## src/rtl/lfs_pkg.sv

```systemverilog
// Shared types, codes and helper functions of the leg force splitter.
`default_nettype none
package lfs_pkg;

    localparam logic [4:0] SLOT_COUNT = 5'd27;
    localparam int         NUM_FORCES = 12;

    localparam logic [4:0] SLOT_BODY  = 5'd0;
    localparam logic [4:0] SLOT_FR    = 5'd3;
    localparam logic [4:0] SLOT_FL    = 5'd6;
    localparam logic [4:0] SLOT_RR    = 5'd9;
    localparam logic [4:0] SLOT_RL    = 5'd12;
    localparam logic [4:0] SLOT_TGT_L = 5'd15;
    localparam logic [4:0] SLOT_TGT_R = 5'd18;
    localparam logic [4:0] SLOT_REF_R = 5'd21;
    localparam logic [4:0] SLOT_REF_L = 5'd24;

    localparam logic [1:0] LEG_FR = 2'd0;
    localparam logic [1:0] LEG_FL = 2'd1;
    localparam logic [1:0] LEG_RR = 2'd2;
    localparam logic [1:0] LEG_RL = 2'd3;

    localparam logic [1:0] AXIS_X = 2'd0;
    localparam logic [1:0] AXIS_Y = 2'd1;
    localparam logic [1:0] AXIS_Z = 2'd2;

    localparam logic [1:0] MODE_PACE = 2'd0;
    localparam logic [1:0] MODE_TROT = 2'd1;

    localparam logic [2:0] MUL_VV = 3'd0;
    localparam logic [2:0] MUL_VW = 3'd1;
    localparam logic [2:0] MUL_TR = 3'd2;
    localparam logic [2:0] MUL_FG = 3'd3;
    localparam logic [2:0] MUL_TG = 3'd4;

    localparam logic [16:0] RATIO_ONE = 17'h10000;

    typedef struct packed {
        logic       st_wr;
        logic       deg_clr;
        logic [4:0] rd_addr;
        logic       opa_ld;
        logic       v_ld;
        logic       w_ld;
        logic       t_ld;
        logic [2:0] mul_sel;
        logic       acc_clr;
        logic       acc_add;
        logic       dot_add;
        logic       sqrt_go;
        logic       dist_ld;
        logic [1:0] dist_idx;
        logic       ratio_go;
        logic       side;
        logic [1:0] first;
        logic [1:0] second;
        logic       f_ld_p;
        logic       tot_ld_t;
        logic       tot_ld_p;
        logic       lf_wr_first;
        logic       lf_wr_second;
        logic [1:0] axis;
        logic       out_ld;
        logic [1:0] out_leg;
        logic       out_last;
    } t_cmd;

    typedef struct packed {
        logic sqrt_busy;
        logic div_busy;
        logic out_free;
    } t_stat;

    function automatic logic signed [31:0] sat32(input logic signed [48:0] v);
        logic signed [48:0] hi;
        logic signed [48:0] lo;
        hi = 49'sd2147483647;
        lo = -49'sd2147483648;
        if (v > hi) begin
            return 32'sh7FFF_FFFF;
        end else if (v < lo) begin
            return 32'sh8000_0000;
        end
        return $signed(v[31:0]);
    endfunction

    // Difference a - b, limited to the symmetric range +-(2^31 - 1).
    function automatic logic signed [31:0] sat_diff(input logic signed [31:0] a,
                                                    input logic signed [31:0] b);
        logic signed [32:0] d;
        logic signed [32:0] hi;
        d  = {a[31], a} - {b[31], b};
        hi = 33'sd2147483647;
        if (d > hi) begin
            return 32'sh7FFF_FFFF;
        end else if (d < -hi) begin
            return 32'sh8000_0001;
        end
        return $signed(d[31:0]);
    endfunction

    function automatic logic [3:0] force_index(input logic [1:0] leg, input logic [1:0] axis);
        return {1'b0, leg, 1'b0} + {2'b0, leg} + {2'b0, axis};
    endfunction

endpackage
`default_nettype wire

```

## src/rtl/lfs_ctrl.sv

```systemverilog
// Controller: sequences loads, distance and projection sums, ratios, splits and emission.
`default_nettype none
module lfs_ctrl (
    input  wire logic          i_clk,
    input  wire logic          i_rst_n,
    input  wire logic          i_in_valid,
    input  wire logic          i_in_go,
    input  wire logic [1:0]    i_mode,
    input  wire lfs_pkg::t_stat i_stat,
    output logic               o_in_ready,
    output lfs_pkg::t_cmd      o_cmd
);
    import lfs_pkg::*;

    localparam logic [4:0] ST_IDLE  = 5'd0;
    localparam logic [4:0] ST_RBASE = 5'd1;
    localparam logic [4:0] ST_RTIP  = 5'd2;
    localparam logic [4:0] ST_RDIF  = 5'd3;
    localparam logic [4:0] ST_WLD   = 5'd4;
    localparam logic [4:0] ST_SQV   = 5'd5;
    localparam logic [4:0] ST_ACCV  = 5'd6;
    localparam logic [4:0] ST_ACCW  = 5'd7;
    localparam logic [4:0] ST_SQS   = 5'd8;
    localparam logic [4:0] ST_SQW   = 5'd9;
    localparam logic [4:0] ST_RAT   = 5'd10;
    localparam logic [4:0] ST_RWT   = 5'd11;
    localparam logic [4:0] ST_SRD   = 5'd12;
    localparam logic [4:0] ST_SLD   = 5'd13;
    localparam logic [4:0] ST_SM1   = 5'd14;
    localparam logic [4:0] ST_SF1   = 5'd15;
    localparam logic [4:0] ST_SM2   = 5'd16;
    localparam logic [4:0] ST_SF2   = 5'd17;
    localparam logic [4:0] ST_SM3   = 5'd18;
    localparam logic [4:0] ST_SF3   = 5'd19;
    localparam logic [4:0] ST_SW1   = 5'd20;
    localparam logic [4:0] ST_SW2   = 5'd21;
    localparam logic [4:0] ST_EMIT  = 5'd22;

    logic [4:0] r_state, n_state;
    logic [1:0] r_k, n_k;
    logic [1:0] r_j, n_j;
    logic       r_side, n_side;
    logic [1:0] r_axis, n_axis;
    logic [1:0] r_oleg, n_oleg;
    logic [1:0] r_oaxis, n_oaxis;

    logic       trot;
    logic [4:0] base_slot;
    logic [4:0] tip_slot;
    logic [4:0] ref_slot;
    logic [4:0] tgt_slot;
    logic       emit_last;

    assign trot      = (i_mode == MODE_TROT);
    assign base_slot = trot ? (r_side ? SLOT_FL : SLOT_FR) : SLOT_BODY;
    assign tip_slot  = trot ? (r_side ? SLOT_RR : SLOT_RL)
                            : SLOT_FR + {2'b0, r_j, 1'b0} + {3'b0, r_j};
    assign ref_slot  = r_side ? SLOT_REF_R : SLOT_REF_L;
    assign tgt_slot  = r_side ? SLOT_TGT_R : SLOT_TGT_L;
    assign emit_last = (r_oleg == LEG_RL) && (r_oaxis == AXIS_Z);

    assign o_in_ready = (r_state == ST_IDLE);

    always_comb begin
        n_state = r_state;
        n_k     = r_k;
        n_j     = r_j;
        n_side  = r_side;
        n_axis  = r_axis;
        n_oleg  = r_oleg;
        n_oaxis = r_oaxis;
        o_cmd        = '0;
        o_cmd.side   = r_side;
        o_cmd.first  = r_side ? LEG_RR : LEG_RL;
        o_cmd.second = trot ? (r_side ? LEG_FL : LEG_FR) : (r_side ? LEG_FR : LEG_FL);
        o_cmd.axis   = r_axis;
        o_cmd.dist_idx = r_j;
        case (r_state)
            ST_IDLE: begin
                if (i_in_valid) begin
                    o_cmd.st_wr = 1'b1;
                    if (i_in_go) begin
                        o_cmd.deg_clr = 1'b1;
                        n_k     = '0;
                        n_j     = '0;
                        n_side  = 1'b0;
                        n_oleg  = LEG_FR;
                        n_oaxis = AXIS_X;
                        if (i_mode == MODE_PACE || i_mode == MODE_TROT) begin
                            n_state = ST_RBASE;
                        end else begin
                            n_state = ST_EMIT;
                        end
                    end
                end
            end
            ST_RBASE: begin
                o_cmd.rd_addr = base_slot + {3'b0, r_k};
                o_cmd.acc_clr = (r_k == 2'd0);
                n_state = ST_RTIP;
            end
            ST_RTIP: begin
                o_cmd.opa_ld  = 1'b1;
                o_cmd.rd_addr = tip_slot + {3'b0, r_k};
                n_state = ST_RDIF;
            end
            ST_RDIF: begin
                o_cmd.v_ld    = 1'b1;
                o_cmd.rd_addr = ref_slot + {3'b0, r_k};
                n_state = trot ? ST_WLD : ST_SQV;
            end
            ST_WLD: begin
                o_cmd.w_ld = 1'b1;
                n_state = ST_SQV;
            end
            ST_SQV: begin
                o_cmd.mul_sel = MUL_VV;
                n_state = ST_ACCV;
            end
            ST_ACCV: begin
                o_cmd.acc_add = 1'b1;
                o_cmd.mul_sel = MUL_VW;
                if (trot) begin
                    n_state = ST_ACCW;
                end else if (r_k == 2'd2) begin
                    n_state = ST_SQS;
                end else begin
                    n_k     = r_k + 2'd1;
                    n_state = ST_RBASE;
                end
            end
            ST_ACCW: begin
                o_cmd.dot_add = 1'b1;
                if (r_k == 2'd2) begin
                    n_state = ST_SQS;
                end else begin
                    n_k     = r_k + 2'd1;
                    n_state = ST_RBASE;
                end
            end
            ST_SQS: begin
                o_cmd.sqrt_go = 1'b1;
                n_state = ST_SQW;
            end
            ST_SQW: begin
                if (!i_stat.sqrt_busy) begin
                    if (trot) begin
                        n_state = ST_RAT;
                    end else begin
                        o_cmd.dist_ld = 1'b1;
                        n_k = '0;
                        if (r_j == 2'd3) begin
                            n_state = ST_RAT;
                        end else begin
                            n_j     = r_j + 2'd1;
                            n_state = ST_RBASE;
                        end
                    end
                end
            end
            ST_RAT: begin
                o_cmd.ratio_go = 1'b1;
                n_state = ST_RWT;
            end
            ST_RWT: begin
                if (!i_stat.div_busy) begin
                    n_axis  = AXIS_X;
                    n_state = ST_SRD;
                end
            end
            ST_SRD: begin
                o_cmd.rd_addr = tgt_slot + {3'b0, r_axis};
                n_state = ST_SLD;
            end
            ST_SLD: begin
                o_cmd.t_ld = 1'b1;
                n_state = ST_SM1;
            end
            ST_SM1: begin
                o_cmd.mul_sel = MUL_TR;
                n_state = ST_SF1;
            end
            ST_SF1: begin
                o_cmd.f_ld_p   = 1'b1;
                o_cmd.tot_ld_t = 1'b1;
                n_state = (r_axis == AXIS_Y) ? ST_SM2 : ST_SW1;
            end
            ST_SM2: begin
                o_cmd.mul_sel = MUL_FG;
                n_state = ST_SF2;
            end
            ST_SF2: begin
                o_cmd.f_ld_p = 1'b1;
                n_state = ST_SM3;
            end
            ST_SM3: begin
                o_cmd.mul_sel = MUL_TG;
                n_state = ST_SF3;
            end
            ST_SF3: begin
                o_cmd.tot_ld_p = 1'b1;
                n_state = ST_SW1;
            end
            ST_SW1: begin
                o_cmd.lf_wr_first = 1'b1;
                n_state = ST_SW2;
            end
            ST_SW2: begin
                o_cmd.lf_wr_second = 1'b1;
                if (r_axis == AXIS_Z) begin
                    if (!r_side) begin
                        n_side  = 1'b1;
                        n_k     = '0;
                        n_state = trot ? ST_RBASE : ST_RAT;
                    end else begin
                        n_state = ST_EMIT;
                    end
                end else begin
                    n_axis  = r_axis + 2'd1;
                    n_state = ST_SRD;
                end
            end
            ST_EMIT: begin
                o_cmd.out_leg  = r_oleg;
                o_cmd.axis     = r_oaxis;
                o_cmd.out_last = emit_last;
                if (i_stat.out_free) begin
                    o_cmd.out_ld = 1'b1;
                    if (emit_last) begin
                        n_state = ST_IDLE;
                    end else if (r_oaxis == AXIS_Z) begin
                        n_oaxis = AXIS_X;
                        n_oleg  = r_oleg + 2'd1;
                    end else begin
                        n_oaxis = r_oaxis + 2'd1;
                    end
                end
            end
            default: begin
                n_state = ST_IDLE;
            end
        endcase
    end

    always_ff @(posedge i_clk) begin
        if (!i_rst_n) begin
            r_state <= ST_IDLE;
            r_k     <= '0;
            r_j     <= '0;
            r_side  <= 1'b0;
            r_axis  <= AXIS_X;
            r_oleg  <= LEG_FR;
            r_oaxis <= AXIS_X;
        end else begin
            r_state <= n_state;
            r_k     <= n_k;
            r_j     <= n_j;
            r_side  <= n_side;
            r_axis  <= n_axis;
            r_oleg  <= n_oleg;
            r_oaxis <= n_oaxis;
        end
    end
endmodule
`default_nettype wire

```

## config.mk

```make
export PLATFORM = sky130hd
export DESIGN_NAME = lfs_ctrl
export DESIGN_NICKNAME = d
export VERILOG_FILES = /design/src/rtl/lfs_pkg.sv /design/src/rtl/lfs_ctrl.sv
export SDC_FILE = /design/constraint.sdc
export NUM_CORES = 1
export LEC_CHECK = 0
export BUFFER_PORTS_ARGS = -buffer_cell sky130_fd_sc_hd__buf_2
export CAP_MARGIN = 20
export CORE_ASPECT_RATIO = 1.1
export CORE_MARGIN = 8
export CORE_UTILIZATION = 40
export DETAILED_ROUTE_END_ITERATION = 7
export MAX_ROUTING_LAYER = met4
export PLACE_DENSITY_LB_ADDON = 0.05
export RECOVER_POWER = 25
export SLEW_MARGIN = 20
export SYNTH_ARGS = -nofsm -noshare
export SYNTH_HDL_FRONTEND = slang
export SYNTH_SLANG_ARGS = --single-unit
```

## constraint.sdc

```tcl
create_clock -name i_clk -period 2.3 [get_ports i_clk]
set_input_delay 0.115 -clock i_clk [delete_from_list [all_inputs] [get_ports i_clk]]
set_output_delay 0.115 -clock i_clk [all_outputs]
set_load 0.05 [all_outputs]
```

==> flow_metrics.py <==
metrics = {
    "run_status": {
        "outcome": "finished with violations",
        "violations": "negative setup slack",
    },
    "global_routing": {
        "grt_use_total_pct": 17.86,
        "grt_max_degree": 29,
        "antenna_found_initial": 0,
        "grt_pass1_vias": 2266,
        "overflow": 0,
        "grt_first_pass_wirelength_um": 11150,
    },
    "die": {
        "fp.dieArea_mm2": 0.007711,
        "core_mm2": 0.005000,
        "initial_utilization_pct": 41.24,
        "die_w_um": 84.46,
        "num_rows": 27,
        "die_height_um": 91.30,
        "io_pins": 48,
    },
    "logic_synthesis": {
        "synth.area.top_cells": "dfxtp_1 (16%), ha_1 (13%), nor2_1 (4.9%)",
        "ys_ff_latch": 16,
        "avgSynthCellArea_um2": 7.235,
        "syn_inst": 285,
        "yosysWarnings": 0,
        "seq_area_frac_synth_pct": 15.53,
        "synth_edf_count": 0,
        "synth.most_common_cell": "nor2_1",
        "synth_area_leader_cell": "dfxtp_1",
        "netlist_top_cells_count": "nor2_1 (27), inv_1 (25), ha_1 (21), nand2_1 (21), o21ai_0 (17)",
        "synth_area_mm2": 0.002062,
        "synth_top_area_share_pct": 15.53,
        "synth_flop_cell": "dfxtp_1",
        "synth_nets": 317,
        "ys_types": 61,
        "async_flop_share_pct": 0,
    },
    "clock_network": {
        "clk_pin_slew_ns": 0.07,
        "cts-buffers-inserted": 3,
        "root_buffer": "clkbuf_8",
        "tritoncts": "built",
        "h-tree-depth": 1,
        "cts.sinks": 16,
        "max-clock-path-buffers": 2,
        "clk_latency_ns": 0.26,
    },
    "sta": {
        "post-route-min-period_ns": 2.736,
        "rsz0062_at_grt": "true",
        "fin_ws_ns": -0.4357,
        "maxSlewViolCount": 0,
        "setup_violations": 9,
        "hold_viol_final": 0,
        "fin_crit_sh_pct": 118.9,
        "worst_pin_slew_ns": 0.5999,
        "slew_headroom_pct": 60.18,
        "max_freq_mhz": 365.5,
        "fin_tns_setup_ns": -1.862,
        "finalClockSkew_ns": 0.009181,
    },
    "detailed_routing": {
        "viasPerCell": 5.628,
        "ant_nets": 0,
        "drc": 0,
        "dr.first_iter.drc_count": 274,
        "wl_per_cell_um": 16.91,
        "dr.pass1.iters": 4,
        "num_vias": 2240,
        "drt-total-wl_um": 6731,
    },
    "final_layout": {
        "drive_gt1_share_pct": 29.12,
        "antenna_cells": 0,
        "final_nets": 373,
        "synthToLayoutAreaGrowth_pct": 28.52,
        "nFillCells": 541,
        "final_cells": 398,
    },
    "worst_setup_path": {
        "worstPathArrival_ns": 2.62,
        "cp_cell_sequence": "or4b_4 -> o21ai_4 -> nand2_1 -> o21ai_2 -> ha_4 -> inv_2 -> fa_2 -> xor2_2 -> o221ai_4 -> buf_6",
        "crit_required_ns": 2.18,
        "path_class": "reg2out",
        "cp_slowest_stage_delay_ns": 0.56,
        "critPathLaunchType": "flip-flop",
        "cp-end-kind": "output pin",
        "path_max_fanout": 2,
        "slowest_stage": "or4b_4",
    },
    "placement": {
        "io_buffer_count": 45,
        "pre_cts_ws_ns": -0.2023,
        "hpwl_um": 5225,
        "dpl.cell_count": 392,
        "gp_congestion": 0.8514,
    },
    "power_and_ir_drop": {
        "p_per_area_mw_per_mm2": 853.3,
        "peakVddDrop_v": 0.0005414,
        "p_leak_nw": 1.162,
        "finalPower_mw": 2.261,
    },
    "run": {
        "maxCapViolCount": 0,
    },
    "worst_hold_path": {
        "hold_path_class": "in2reg",
    },
}
sequential cells by signal (all words and copies together), names as in the netlist:
name     cells
r_oaxis      2
r_state      5
r_k          2
r_j          2
r_side       1
r_axis       2
r_oleg       2
logic make-up (layout without fill, tap and decap cells):
logic type | count (synthesis) | in the layout | synth area share (%)
other cells | 2 | 2 | 0.3642
xor+xnor | 3 | 3 | 1.275
fa+ha+maj | 23 | 23 | 14.68
simple gates | 121 | 121 | 31.98
buf+inv | 46 | 101 | 11.04
compound gates | 74 | 74 | 25.12
flops | 16 | 16 | 15.53
what timing repair did:
item | 4_1_cts | 5_1_grt
pin swaps | 4 | 9
endpoints found under the setup margin | 8 | 8
setup buffers | 1 | 1
gates resized for setup | 12 | 11
gates cloned | 0 | 0
hold buffers | 0 | 0
metrics by stage:
| step | utilization [%] | instance area [um^2] | hold slack (ns) |
|---|---|---|---|
| 2_1_floorplan | - | 2166 | 0.2690 |
| 3_3_place_gp | 50.18 | 2509 | 0.5057 |
| 3_5_place_dp | 50.18 | 2509 | 0.5061 |
| 4_1_cts | 52.20 | 2610 | 0.2333 |
| 5_1_grt | 53.00 | 2650 | 0.2534 |
| 6_report | 53.00 | 2650 | 0.2404 |
path summary, 6_finish.rpt:
kind	cells past startpoint	start	end	slack [ns]
max	10	r_state[3]$_SDFFE_PN0P_	o_cmd[33]	-0.44
min	2	i_rst_n	r_oleg[0]$_SDFFE_PN0P_	0.24
max reg2reg	6	r_state[0]$_SDFFE_PN0P_	r_state[0]$_SDFFE_PN0P_	-0.02
min reg2reg	2	r_axis[0]$_SDFFE_PN0P_	r_axis[0]$_SDFFE_PN0P_	0.52
cells in the final DEF (no fill, tap or decap), types with 3 or more instances in the layout:
cell type / instances
buf_2: 31
nor2_1: 25
inv_1: 24
buf_4: 23
nand2_1: 21
ha_1: 20
o21ai_0: 14
nand3_1: 13
dfxtp_1: 13
nor2b_1: 11
nor3_1: 9
a21oi_1: 8
clkbuf_1: 7
buf_6: 7
and2_1: 6
and3_1: 6
nand2b_1: 5
a21boi_0: 5
a31oi_1: 4
nor4_1: 4
o22ai_1: 4
clkbuf_8: 4
o2bb2ai_1: 3
a2111oi_0: 3
o311ai_0: 3
o21ai_1: 3
where the power goes:
group / leakage (nW) / switching, mW / internal (mW)
Combinational: 1.00 / 1.13 / 0.544
Clock: 0.0288 / 0.107 / 0.152
Sequential: 0.132 / 0.0190 / 0.310
Total: 1.16 / 1.25 / 1.01
routing by layer:
| layer | global-route usage (%) | vias up | share of wire (%) |
|---|---|---|---|
| met5 | - | - | 0 |
| met4 | 6.389 | 0 | 2.4 |
| met3 | 2.613 | 14 | 5.3 |
| met2 | 28.07 | 72 | 47 |
| met1 | 22.62 | 1032 | 45 |
| li1 | - | 1122 | - |
critical path, delay by kind of cell (launching register included):
kind / cells / cell delay, ns
simple gates: 2 / 0.64
buf+inv: 2 / 0.22
compound gates: 3 / 0.44
xor+xnor: 1 / 0.18
flops: 1 / 0.32
fa+ha+maj: 2 / 0.57
final cells by class:
class	instances	area (um^2)	area share, %
well taps	58	72.57	2.738
inverters	26	98.84	3.730
multi-input cells	223	1644	62.04
flip-flops and latches	16	329.1	12.42
repair buffers	71	450.4	17.00
clock buffers	4	55.05	2.077
(Power assumes the default switching activity.)
